--- src/rtl/brf_pkg.sv ---
package brf_pkg;

	localparam int DEPTH = 256;
	localparam int AW = $clog2(DEPTH);
	localparam int SW = AW + 1;

	typedef enum logic [2:0] {
		KIND_PUSH  = 3'd0,
		KIND_POP   = 3'd1,
		KIND_PEEK  = 3'd2,
		KIND_COUNT = 3'd3,
		KIND_INIT  = 3'd4
	} kind_t;

	typedef enum logic [1:0] {
		ST_OK       = 2'd0,
		ST_OVERFLOW = 2'd1,
		ST_EMPTY    = 2'd2
	} status_t;

	typedef enum logic {
		ALU_ADD = 1'b0,
		ALU_SUB = 1'b1
	} alu_op_t;

	typedef enum logic [8:0] {
		S_IDLE = 9'b000000001,
		S_CNT  = 9'b000000010,
		S_FIX  = 9'b000000100,
		S_CHK  = 9'b000001000,
		S_ADDR = 9'b000010000,
		S_WRAP = 9'b000100000,
		S_MEM  = 9'b001000000,
		S_NEWC = 9'b010000000,
		S_OUT  = 9'b100000000
	} state_t;

	typedef struct packed {
		logic          clr;
		logic          we;
		logic          re;
		logic [AW-1:0] addr;
		logic [7:0]    wdata;
	} store_ctl_t;

	function automatic logic [SW-1:0] eff_size(input logic [SW-1:0] v);
		logic [SW-1:0] s;
		s = v;
		if (v < SW'(3)) begin
			s = SW'(3);
		end
		if (v > SW'(DEPTH)) begin
			s = SW'(DEPTH);
		end
		return s;
	endfunction

endpackage

--- src/rtl/byte_ring_fifo.sv ---
// Byte FIFO in a ring of programmable size. A transaction is taken when start is high and busy
// is low; its result appears for exactly one cycle with done high and must be captured then.
// Transaction arithmetic runs through one shared 9-bit adder under a small sequencer, one pass
// per cycle. It forms the count, fixed up if the write pointer is behind the read pointer,
// and checks it; a push, pop or peek that passes forms and wraps the address and uses the
// store, while a refused push, a pop or peek finding too few entries, a count query, init or
// an unknown kind skips to the new count. Busy drops the cycle after done. Init clears the whole
// store at once. Writing ring_size empties the FIFO and must only happen while busy is low.
module byte_ring_fifo (
	input  logic                   clk,
	input  logic                   arst_n,
	input  logic                   cfg_we,
	input  logic [brf_pkg::SW-1:0] cfg_data,
	input  logic                   start,
	output logic                   busy,
	input  logic [2:0]             kind,
	input  logic [7:0]             data_in,
	input  logic [7:0]             peek_offset,
	output logic                   done,
	output logic [7:0]             data_out,
	output logic [1:0]             status,
	output logic [7:0]             fill_count
);
	import brf_pkg::*;

	state_t        state_q, state_d;
	logic [2:0]    kind_q;
	logic [7:0]    din_q;
	logic [7:0]    off_q;
	logic [AW-1:0] head_q, tail_q, addr_q;
	logic [SW-1:0] sz_q, lim_q, tmp_q;
	logic [7:0]    cnt_q;
	logic          ok_q;
	status_t       st_q;

	logic [SW-1:0] alu_a, alu_b;
	alu_op_t       alu_op;
	logic [SW:0]   alu_res;
	store_ctl_t    sctl;
	logic [7:0]    rdata;
	logic          is_push, is_pop, is_peek, is_init;

	assign is_push = (kind_q == KIND_PUSH);
	assign is_pop  = (kind_q == KIND_POP);
	assign is_peek = (kind_q == KIND_PEEK);
	assign is_init = (kind_q == KIND_INIT);

	brf_alu u_alu (
		.a  (alu_a),
		.b  (alu_b),
		.op (alu_op),
		.res(alu_res)
	);

	brf_store u_store (
		.clk   (clk),
		.arst_n(arst_n),
		.ctl   (sctl),
		.rdata (rdata)
	);

	always_comb begin
		alu_a  = '0;
		alu_b  = '0;
		alu_op = ALU_ADD;
		case (state_q)
			S_CNT: begin
				alu_a  = {1'b0, tail_q};
				alu_b  = {1'b0, head_q};
				alu_op = ALU_SUB;
			end
			S_FIX: begin
				alu_a = tmp_q;
				alu_b = sz_q;
			end
			S_CHK: begin
				alu_op = ALU_SUB;
				if (is_push) begin
					alu_a = {1'b0, cnt_q};
					alu_b = lim_q;
				end else if (is_peek) begin
					alu_a = {1'b0, off_q};
					alu_b = {1'b0, cnt_q};
				end else begin
					alu_a = {1'b0, cnt_q};
					alu_b = SW'(1);
				end
			end
			S_ADDR: begin
				alu_a = is_push ? {1'b0, tail_q} : {1'b0, head_q};
				alu_b = is_peek ? {1'b0, off_q} : SW'(1);
			end
			S_WRAP: begin
				alu_a  = tmp_q;
				alu_b  = sz_q;
				alu_op = ALU_SUB;
			end
			S_NEWC: begin
				alu_a  = {1'b0, cnt_q};
				alu_b  = (ok_q && (is_push || is_pop)) ? SW'(1) : SW'(0);
				alu_op = is_pop ? ALU_SUB : ALU_ADD;
			end
			default: begin
			end
		endcase
	end

	always_comb begin
		sctl.clr   = (state_q == S_NEWC) && is_init;
		sctl.we    = (state_q == S_MEM) && is_push;
		sctl.re    = (state_q == S_MEM) && !is_push;
		sctl.wdata = din_q;
		if (is_push) begin
			sctl.addr = tail_q;
		end else if (is_pop) begin
			sctl.addr = head_q;
		end else begin
			sctl.addr = addr_q;
		end
	end

	always_comb begin
		state_d = state_q;
		case (state_q)
			S_IDLE: if (start) state_d = S_CNT;
			S_CNT:  state_d = alu_res[SW] ? S_FIX : S_CHK;
			S_FIX:  state_d = S_CHK;
			S_CHK: begin
				if ((is_push && alu_res[SW]) || (is_pop && !alu_res[SW])
						|| (is_peek && alu_res[SW])) begin
					state_d = S_ADDR;
				end else begin
					state_d = S_NEWC;
				end
			end
			S_ADDR: state_d = S_WRAP;
			S_WRAP: state_d = S_MEM;
			S_MEM:  state_d = S_NEWC;
			S_NEWC: state_d = S_OUT;
			S_OUT:  state_d = S_IDLE;
			default: state_d = S_IDLE;
		endcase
	end

	always_ff @(posedge clk or negedge arst_n) begin
		if (!arst_n) begin
			state_q <= S_IDLE;
			head_q  <= '0;
			tail_q  <= '0;
			sz_q    <= SW'(DEPTH);
			lim_q   <= SW'(DEPTH - 2);
		end else begin
			state_q <= state_d;
			if (cfg_we) begin
				sz_q   <= eff_size(cfg_data);
				lim_q  <= eff_size(cfg_data) - SW'(2);
				head_q <= '0;
				tail_q <= '0;
			end else if (state_q == S_MEM) begin
				if (is_push) begin
					tail_q <= addr_q;
				end else if (is_pop) begin
					head_q <= addr_q;
				end
			end else if (state_q == S_NEWC && is_init) begin
				head_q <= '0;
				tail_q <= '0;
			end
		end
	end

	always_ff @(posedge clk) begin
		case (state_q)
			S_IDLE: begin
				kind_q <= kind;
				din_q  <= data_in;
				off_q  <= peek_offset;
			end
			S_CNT: begin
				tmp_q <= alu_res[SW-1:0];
				cnt_q <= alu_res[7:0];
			end
			S_FIX: cnt_q <= alu_res[7:0];
			S_CHK: begin
				ok_q <= 1'b0;
				st_q <= ST_OK;
				if (is_push) begin
					ok_q <= alu_res[SW];
					st_q <= alu_res[SW] ? ST_OK : ST_OVERFLOW;
				end else if (is_pop) begin
					ok_q <= !alu_res[SW];
					st_q <= alu_res[SW] ? ST_EMPTY : ST_OK;
				end else if (is_peek) begin
					ok_q <= alu_res[SW];
					st_q <= alu_res[SW] ? ST_OK : ST_EMPTY;
				end
			end
			S_ADDR: tmp_q <= alu_res[SW-1:0];
			S_WRAP: addr_q <= alu_res[SW] ? tmp_q[AW-1:0] : alu_res[AW-1:0];
			S_NEWC: cnt_q <= is_init ? 8'd0 : alu_res[7:0];
			default: begin
			end
		endcase
	end

	assign busy       = (state_q != S_IDLE);
	assign done       = (state_q == S_OUT);
	assign data_out   = (ok_q && (is_pop || is_peek)) ? rdata : 8'd0;
	assign status     = st_q;
	assign fill_count = cnt_q;

endmodule

--- src/rtl/brf_alu.sv ---
module brf_alu (
	input  logic [brf_pkg::SW-1:0] a,
	input  logic [brf_pkg::SW-1:0] b,
	input  brf_pkg::alu_op_t       op,
	output logic [brf_pkg::SW:0]   res
);
	import brf_pkg::*;

	// The top bit is the carry on an add and the borrow on a subtract.
	always_comb begin
		if (op == ALU_SUB) begin
			res = {1'b0, a} - {1'b0, b};
		end else begin
			res = {1'b0, a} + {1'b0, b};
		end
	end

endmodule

--- src/rtl/brf_store.sv ---
module brf_store (
	input  logic                clk,
	input  logic                arst_n,
	input  brf_pkg::store_ctl_t ctl,
	output logic [7:0]          rdata
);
	import brf_pkg::*;

	logic [7:0]       mem [DEPTH];
	logic [DEPTH-1:0] valid_q;
	logic [7:0]       rdata_q;

	// An entry that has not been written since reset or the last clear reads as zero.
	always_ff @(posedge clk or negedge arst_n) begin
		if (!arst_n) begin
			valid_q <= '0;
		end else if (ctl.clr) begin
			valid_q <= '0;
		end else if (ctl.we) begin
			valid_q[ctl.addr] <= 1'b1;
		end
	end

	always_ff @(posedge clk) begin
		if (ctl.we) begin
			mem[ctl.addr] <= ctl.wdata;
		end
		if (ctl.re) begin
			rdata_q <= valid_q[ctl.addr] ? mem[ctl.addr] : 8'd0;
		end
	end

	assign rdata = rdata_q;

endmodule
--- config.mk ---
export PLATFORM = sky130hd
export DESIGN_NAME = byte_ring_fifo
export DESIGN_NICKNAME = d
export VERILOG_FILES = /design/src/rtl/brf_pkg.sv /design/src/rtl/byte_ring_fifo.sv /design/src/rtl/brf_alu.sv /design/src/rtl/brf_store.sv
export SDC_FILE = /design/constraint.sdc
export NUM_CORES = 2
export LEC_CHECK = 0
export BUFFER_PORTS_ARGS = -buffer_cell sky130_fd_sc_hd__clkbuf_2
export CAP_MARGIN = 5
export CORE_UTILIZATION = 50
export CTS_BUF_LIST = sky130_fd_sc_hd__clkbuf_8
export CTS_CLUSTER_DIAMETER = 40
export DETAILED_ROUTE_END_ITERATION = 10
export PLACE_DENSITY = 0.65
export SYNTH_ARGS = -nofsm -noshare
export SYNTH_HDL_FRONTEND = slang
export SYNTH_SLANG_ARGS = --single-unit
--- constraint.sdc ---
create_clock -name clk -period 13.65 [get_ports clk]
set_input_delay 0.6825 -clock clk [delete_from_list [all_inputs] [get_ports clk]]
set_output_delay 0.6825 -clock clk [all_outputs]
set_load 0.005 [all_outputs]
# Word level (Yosys, flattened, before mapping)
# Memory sizes are Yosys's and may differ from the RTL's. A register that Yosys moved wholly into a read port is not among the register bits.
# Index checks and enable logic that the tools add are counted.
word_totals:
  ff_bits: 346
  mem_bits_rw: 2048
  wordCells: 116
  n_memories: 1
classes:
  n_addsub: 3
  n_lt_le_gt_ge: 4
  eq_ne: 17
  muxes: 50
  n_bitwise: 1
  n_reduce_logical: 26
mem_list:
  columns: ["memory", "depth", "word_bits", "rd", "rd_ports_with_merged_regs", "write_ports", "line_no", "source"]
  rows:
  - ["u_store.mem", 256, 8, 1, 1, 1, "brf_store.sv:9", "logic [7:0] mem [DEPTH];"]
ops:
  columns: ["op", "count"]
  rows:
  - ["256-bit two-way mux", 2]
  - ["256-bit bitwise OR", 1]
  - ["8-bit two-way mux", 19]
  - ["9-bit case mux with 5 select lines", 2]
  - ["9-bit case mux with 8 select lines", 1]
  - ["9-bit two-way mux", 5]
  - ["8-bit case mux with 2 select lines", 1]
  - ["9-bit by 9-bit adder with 10-bit output", 1]
  - ["1-bit two-way mux", 10]
  - ["10-bit two-way mux", 1]
  - ["2-bit two-way mux", 5]
  - ["9-bit by 9-bit subtractor with 10-bit output", 1]
  - ["9-bit by 1-bit equality test with 1-bit output (second input constant)", 1]
  - ["9-bit by 2-bit equality test with 1-bit output (second input constant)", 1]
  - ["9-bit by 3-bit equality test with 1-bit output (second input constant)", 1]
  - ["9-bit by 4-bit equality test with 1-bit output (second input constant)", 1]
  - ["9-bit by 5-bit equality test with 1-bit output (second input constant)", 1]
  - ["9-bit by 6-bit equality test with 1-bit output (second input constant)", 1]
  - ["9-bit by 7-bit equality test with 1-bit output (second input constant)", 1]
  - ["9-bit by 8-bit equality test with 1-bit output (second input constant)", 1]
  - ["9-bit equality test (second input constant)", 1]
  - ["9-bit greater-than comparator (second input constant)", 1]
  - ["1-bit logical AND", 9]
  - ["8-bit by 9-bit less-than comparator with 1-bit output (second input constant)", 1]
  - ["22 further kinds", 32]

# Logic depth before layout (Yosys ltp)
depth:
  depth_word: 13
  depth_mapped: 22

# Cells and area by module
# Synthesis repeated with hierarchy kept, for this count alone.
hier_totals:
  cells_unflattened: 4890
  hier_area_um2: 94348.0
modules_own_cells:
  columns: ["mod", "instances", "cells_per_inst", "area_each_um2", "seq_area_each_um2"]
  rows:
  - ["brf_store", 1, 4418, 89146.7, 68145.4]
  - ["byte_ring_fifo", 1, 388, 4620.7, 2473.6]
  - ["brf_alu", 1, 84, 580.6, 0.0]

# Least setup slack after synthesis
# No wires, ideal clock.
synth_timing:
  path_kind: "register -> register"
  from: "register state_q[1]"
  to: "register addr_q[3] (data pin)"
  setup_ns: 0.260
  t_arrival_ns: 4.624
  path_slack_ns: 8.766
  stages_incl_launch_ff: 16
  period_less_slack_ns: 4.884
  cell_sequence: "dfrtp_1 -> or4_1 -> buf_2 -> nor4_1 -> a31oi_1 -> nand3_1 -> mux2i_1 -> ha_1 -> a21oi_1 -> o21bai_1 -> a311o_1 -> o211ai_1 -> o21ai_0 -> xnor2_2 -> buf_6 -> mux2_2"
synth_via:
  elab_chain_cells: 6
  word_cells_on_any_way: 15
  cone_classes: "add/sub (2); eq/ne (6); mux (5); reduce/logical (2)"
synth_rtl:
  columns: ["element", "line_no", "source"]
  rows:
  - ["start: declaration", "byte_ring_fifo.sv:26", "state_t state_q, state_d;"]
  - ["start signal: assignment", "byte_ring_fifo.sv:153", "state_q <= state_d;"]
  - ["9-bit by 3-bit equality test with 1-bit output or 9-bit by 6-bit equality test with 1-bit output (tied branches)", "byte_ring_fifo.sv:66", "case (state_q)"]
  - ["2-bit OR reduction (no line)", null, null]
  - ["9-bit case mux with 5 select lines", "byte_ring_fifo.sv:66", null]
  - ["9-bit by 9-bit adder with 10-bit output or 9-bit by 9-bit subtractor with 10-bit output (tied branches)", "brf_alu.sv:14, brf_alu.sv:12", null]
  - ["10-bit two-way mux (*)", "brf_alu.sv:11", "if (op == ALU_SUB) begin"]
  - ["8-bit two-way mux (*)", "byte_ring_fifo.sv:199", "S_WRAP: addr_q <= alu_res[SW] ? tmp_q[AW-1:0] : alu_res[AW-1:0];"]
  - ["end signal: assignment", "byte_ring_fifo.sv:199", null]
  - ["end: declaration", "byte_ring_fifo.sv:30", "logic [AW-1:0] head_q, tail_q, addr_q;"]
# Mark *: on every way between the ends. The rest lies on a longest branch, timed or not.
# A chain may end at the register's enable or synchronous reset.

# Final worst setup path
layout_timing:
  from: "register kind_q[2]"
  to: "register u_store.rdata_q[6], in the netlist u_store.rdata[6] (read register of u_store.mem) (data pin)"
layout_via:
  elab_chain_cells: 6
  word_cells_on_any_way: 9
  cone_classes: "eq/ne (1); mux (4); reduce/logical (4)"
layout_rtl:
  columns: ["element", "line_no", "source"]
  rows:
  - ["start: declaration", "byte_ring_fifo.sv:27", "logic [2:0] kind_q;"]
  - ["start signal: assignment", "byte_ring_fifo.sv:175", "kind_q <= kind;"]
  - ["3-bit by 1-bit equality test with 1-bit output", "byte_ring_fifo.sv:44", "assign is_pop = (kind_q == KIND_POP);"]
  - ["8-bit two-way mux", "byte_ring_fifo.sv:115", "end else if (is_pop) begin"]
  - ["8-bit two-way mux", "byte_ring_fifo.sv:113", "if (is_push) begin"]
  - ["1-bit binary-select mux with 8-bit select", "brf_store.sv:29", "rdata_q <= valid_q[ctl.addr] ? mem[ctl.addr] : 8'd0;"]
  - ["1-bit two-way mux (implied by the code)", "brf_store.sv:29", null]
  - ["1-bit logical NOT (no line)", null, null]
  - ["end: declaration", "brf_store.sv:11", "logic [7:0] rdata_q;"]
# Parallel ways exist; a longest one is shown, timed or not. The select of a mux whose other input is x is not followed.

==> summary.md <==
| Metric | Value |
|---|---|
| Met1 usage | `0.4200` |
| Setup ws final | `7.279 ns` |
| Final-report setup violation count | `0` |
| P_leak | `roughly 37 nW` |
| Slew headroom | `-0.03399` |
| Synth Area in Adders | `0.001641` |
| Routed vias | `59.13k` |
| Post-synth ARST share | `0.1241` |
| Violated checks | `capacitance limit, slew limit` |
| Total CTS buffers | `between 400 and 500` |
| Pre-Repair DR Iteration Count | `7` |
| Layer with the highest usage | `met2` |
| CTS Buffer Depth | `4` |
| CTS H-tree lvls | `5` |
| Final instance area | `between 0.1 and 0.15 sq mm` |
| Initial antenna violation count | `23` |
| Routed wire length | `304900 microns` |
| Crit path max fanout | `100` |
| DR vias/cell | `about 6.5` |
| Final Power | `19.29 mW` |
| Row count | `160` |
| Status | `complete, but fails checks` |
| Resized cells post-CTS | `0` |
| Boundary pin count | `52` |
| Final HPWL DP | `roughly 190000 microns` |
| Vias in the first global route | `56.73k` |
| CP cell instances | `or2_1, buf_4, o21ai_4, buf_12, buf_12, buf_4, mux4_2, a22oi_1, nand2_1, a21oi_1, o21ai_0, a2111oi_0, a41oi_1` |
| Non-Filler Instances | `9064` |
| Max cap viols | `1` |
| Register area | `roughly 0.071 sq mm` |
| GRT Residual Overflow | `0` |
| DR DRC count | `0` |
| R2R setup slack | `between 7 and 8 ns` |
| Post-CTS Hold Buffers | `27` |
| Core footprint | `0.1906 sq mm` |
| EDFF count, synth | `2103` |
| Critical Path End Type | `flop` |
| Critical Path Max Stage Delay | `0.68 ns` |
| Top delay family on crit path | `compound AO/OA/AOI/OAI gates` |
| Period minus WS final | `roughly 6.4 ns` |
| Register area share after synthesis | `0.7350` |
| Area of the multi-input gates | `0.02375 sq mm` |
| CTS tree | `yes` |
| Largest family of logic cells by synthesized area | `multiplexers` |
| Synthesized cell area | `0.09607 sq mm` |
| Die area | `0.1939 sq mm` |
| Total track usage | `0.3140` |
| Number of fill cells | `approximately 15k` |
| Ys Warns | `0` |
| Syn-to-layout area delta | `11.54%` |
| GRT met3 Usage | `0.1105` |
| Most used DFF post-synth | `edfxtp_1` |
| Largest net degree at the start of global routing | `233` |
| Synthesis-stage register bit count | `2401` |
| Least-Margin Pin Slew | `1.551 ns` |
| FF-to-FF path depth | `13` |
| Layout cells sized above 1 | `0.1759` |
| Mux cell area share after synthesis | `0.1017` |
| Count of final max-slew check failures | `3` |
| CP startpoint kind | `flop` |
| Worst Path Buf+Inv | `4` |
| Synth cell types | `78` |
| Met2 Use GR | `0.4475` |
| RSZ-0062 raised after global routing | `no` |
| WP depth | `13` |
| Vert. Die Dim | `roughly 440 microns` |
| Setup crit end | `u_store.rdata[6]$_SDFFCE_PN0P_` |
| HP Class | `in -> reg` |
| Syn nets | `5999` |
| Complex-gate fraction of the synthesized area | `0.05513` |
| PortBufs | `51` |
| Post-synthesis xor/xnor area fraction | `0.001810` |
| Postcts setup bufs | `0` |
| CP max stage cell | `a2111oi_0` |
| Placement Cell Area | `0.09923 sq mm` |
| Final hold violation count | `0` |
| Drt wl/cell | `33.64 microns` |
| DIE WIDTH | `440.4 microns` |
| Reg2reg start | `kind_q[2]$_DFFE_PP_` |
| PwrDens | `180.1 mW/mm^2` |
| First-pass GRT wire length | `426700 microns` |
| Simple-Gate Fraction of Synth Area | `0.08373` |
| Nets | `between 6k and 7k` |
| Clk slew on worst S/H paths | `approximately 0.060 ns` |
| Placed Instances | `approximately 8.3k` |
| ANT nets after route | `0` |
| Worst skew pair latency | `1.13 ns` |
| R2R Path End | `u_store.rdata[6]$_SDFFCE_PN0P_` |
| Placer Congestion | `0.9844` |
| Sink Count | `~2.4k` |
| Worst EP required | `14.50 ns` |
| Final Skew | `0.1202 ns` |
| First DRT Iteration DRCs | `roughly 8.7k` |
| Mean Syn Cell Area | `16.13 sq um` |
| Initial core utilization | `0.5041` |
| Setup crit start | `kind_q[2]$_DFFE_PP_` |
| Pre-CTS setup slack | `around 7.5 ns` |
| VDD IR max | `0.1664 mV` |
| Critical path type | `reg -> reg` |
| Syn Inst Count | `just under 6k` |
| Root Buffer Master | `clkbuf_8` |
| Tcrit/Tclk final | `0.4667` |
| Arr. time, crit path | `7.22 ns` |
| Setup TNS | `0 ns` |
| Maximum clock rate | `157.0 MHz` |
## registers in the layout, indices dropped and copies added, names as in the netlist, 8 cells and up
signal	cells
u_store.mem	2048
u_store.valid_q	256
state_q	9
sz_q	9
tmp_q	9
addr_q	8
din_q	8
fill_count	8
head_q	8
lim_q	8
off_q	8
tail_q	8
u_store.rdata	8
## worst min-delay path, delay by kind of cell
| family | cells | cell delay (ns) |
|---|---|---|
| buf+inv | 1 | 0.12 |
| mux | 1 | 0.16 |
| simple gates | 1 | 0.17 |
## where the power goes
part	internal, mW	switching [mW]
Clock	3.21	2.89
Combinational	1.04	3.09
Sequential	8.97	0.0844
## layout by cell type (no fill, tap or decap), drive strengths merged, types with 14 or more instances in the layout
| cell | n |
|---|---|
| a21oi | 86 |
| a221oi | 22 |
| a22oi | 82 |
| a31oi | 30 |
| a32oi | 37 |
| and2 | 24 |
| buf | 151 |
| clkbuf | 496 |
| clkinv | 88 |
| dfrtp | 289 |
| diode | 14 |
| dlygate4sd3 | 27 |
| edfxtp | 2103 |
| inv | 205 |
| mux2 | 23 |
| mux2i | 157 |
| mux4 | 352 |
| nand2 | 853 |
| nand3 | 429 |
| nand4 | 60 |
| nor2 | 352 |
| nor3 | 27 |
| nor4 | 33 |
| o2111ai | 14 |
| o211ai | 25 |
| o21a | 267 |
| o21ai | 84 |
| o22ai | 22 |
| xnor2 | 14 |
## metrics by stage
step	hold slack (ns)	utilization
floorplan	0.3869	-
global placement	0.4674	0.5206
detailed placement	0.4744	0.5207
CTS	0.0004109	0.5620
global route	0.09603	0.5622
finish	0.07072	0.5623
## worst min-delay path by stage
stage	depth (start not counted)	endpoint	from
6_report	3	sz_q[7]$_DFFE_PN0P_	cfg_data[7]
5_1_grt	3	sz_q[7]$_DFFE_PN0P_	cfg_data[7]
4_1_cts	4	lim_q[7]$_DFFE_PN1P_	cfg_data[7]
3_5_place_dp	1	u_store.valid_q[81]$_DFFE_PN0P_	u_store.valid_q[81]$_DFFE_PN0P_
3_3_place_gp	1	u_store.valid_q[119]$_DFFE_PN0P_	u_store.valid_q[119]$_DFFE_PN0P_
2_1_floorplan	0	head_q[0]$_DFFE_PN0P_	arst_n
## cell type report
cell class                 instances  area share
antenna                           14   0.0003269
multi-input combinational       3149      0.2216
sequential                      2401      0.6590
inverter                          36    0.001261
timing repair buffer             228     0.01747
clock inverter                   279     0.01374
tap                             2511     0.02932
clock buffer                     446     0.05728
## synth_stat cells, drive strengths merged, types with 10 or more instances
| master | instances | area [sq um] |
|---|---|---|
| a21oi | 86 | 430.4 |
| mux4 | 352 | 7928 |
| mux2 | 23 | 259.0 |
| ha | 11 | 137.6 |
| o22ai | 22 | 137.6 |
| a22oi | 82 | 615.6 |
| mux2i | 157 | 1584 |
| nor3 | 27 | 135.1 |
| xnor2 | 14 | 130.1 |
| dfrtp | 289 | 7232 |
| nor2 | 352 | 1331 |
| nand2 | 853 | 3202 |
| nor4 | 33 | 234.0 |
| inv | 36 | 135.1 |
| clkbuf | 118 | 442.9 |
| o211ai | 25 | 192.7 |
| a221oi | 22 | 192.7 |
| and3 | 10 | 62.56 |
| buf | 251 | 1435 |
| o21a | 267 | 2004 |
| o2111ai | 14 | 122.6 |
| nand3 | 429 | 2147 |
| a32oi | 37 | 324.1 |
| nand4 | 60 | 375.4 |
| a311oi | 10 | 87.58 |
| and2 | 24 | 150.1 |
| o21ai | 84 | 431.7 |
| edfxtp | 2103 | 63150 |
| a31oi | 30 | 187.7 |
## routing by layer
| metal | part of all wire | vias to the layer above |
|---|---|---|
| li1 | - | 23710 |
| met1 | 0.37 | 30270 |
| met2 | 0.43 | 4196 |
| met3 | 0.14 | 937 |
| met4 | 0.062 | 22 |
| met5 | 0.00054 | - |
## cell families after synthesis
logic type / count (synthesis)
xor+xnor: 19
flops: 2401
compound gates: 743
simple gates: 1843
fa+ha+maj: 12
mux: 532
buf+inv: 405
Note: power is estimated with default switching activity, not from simulation.
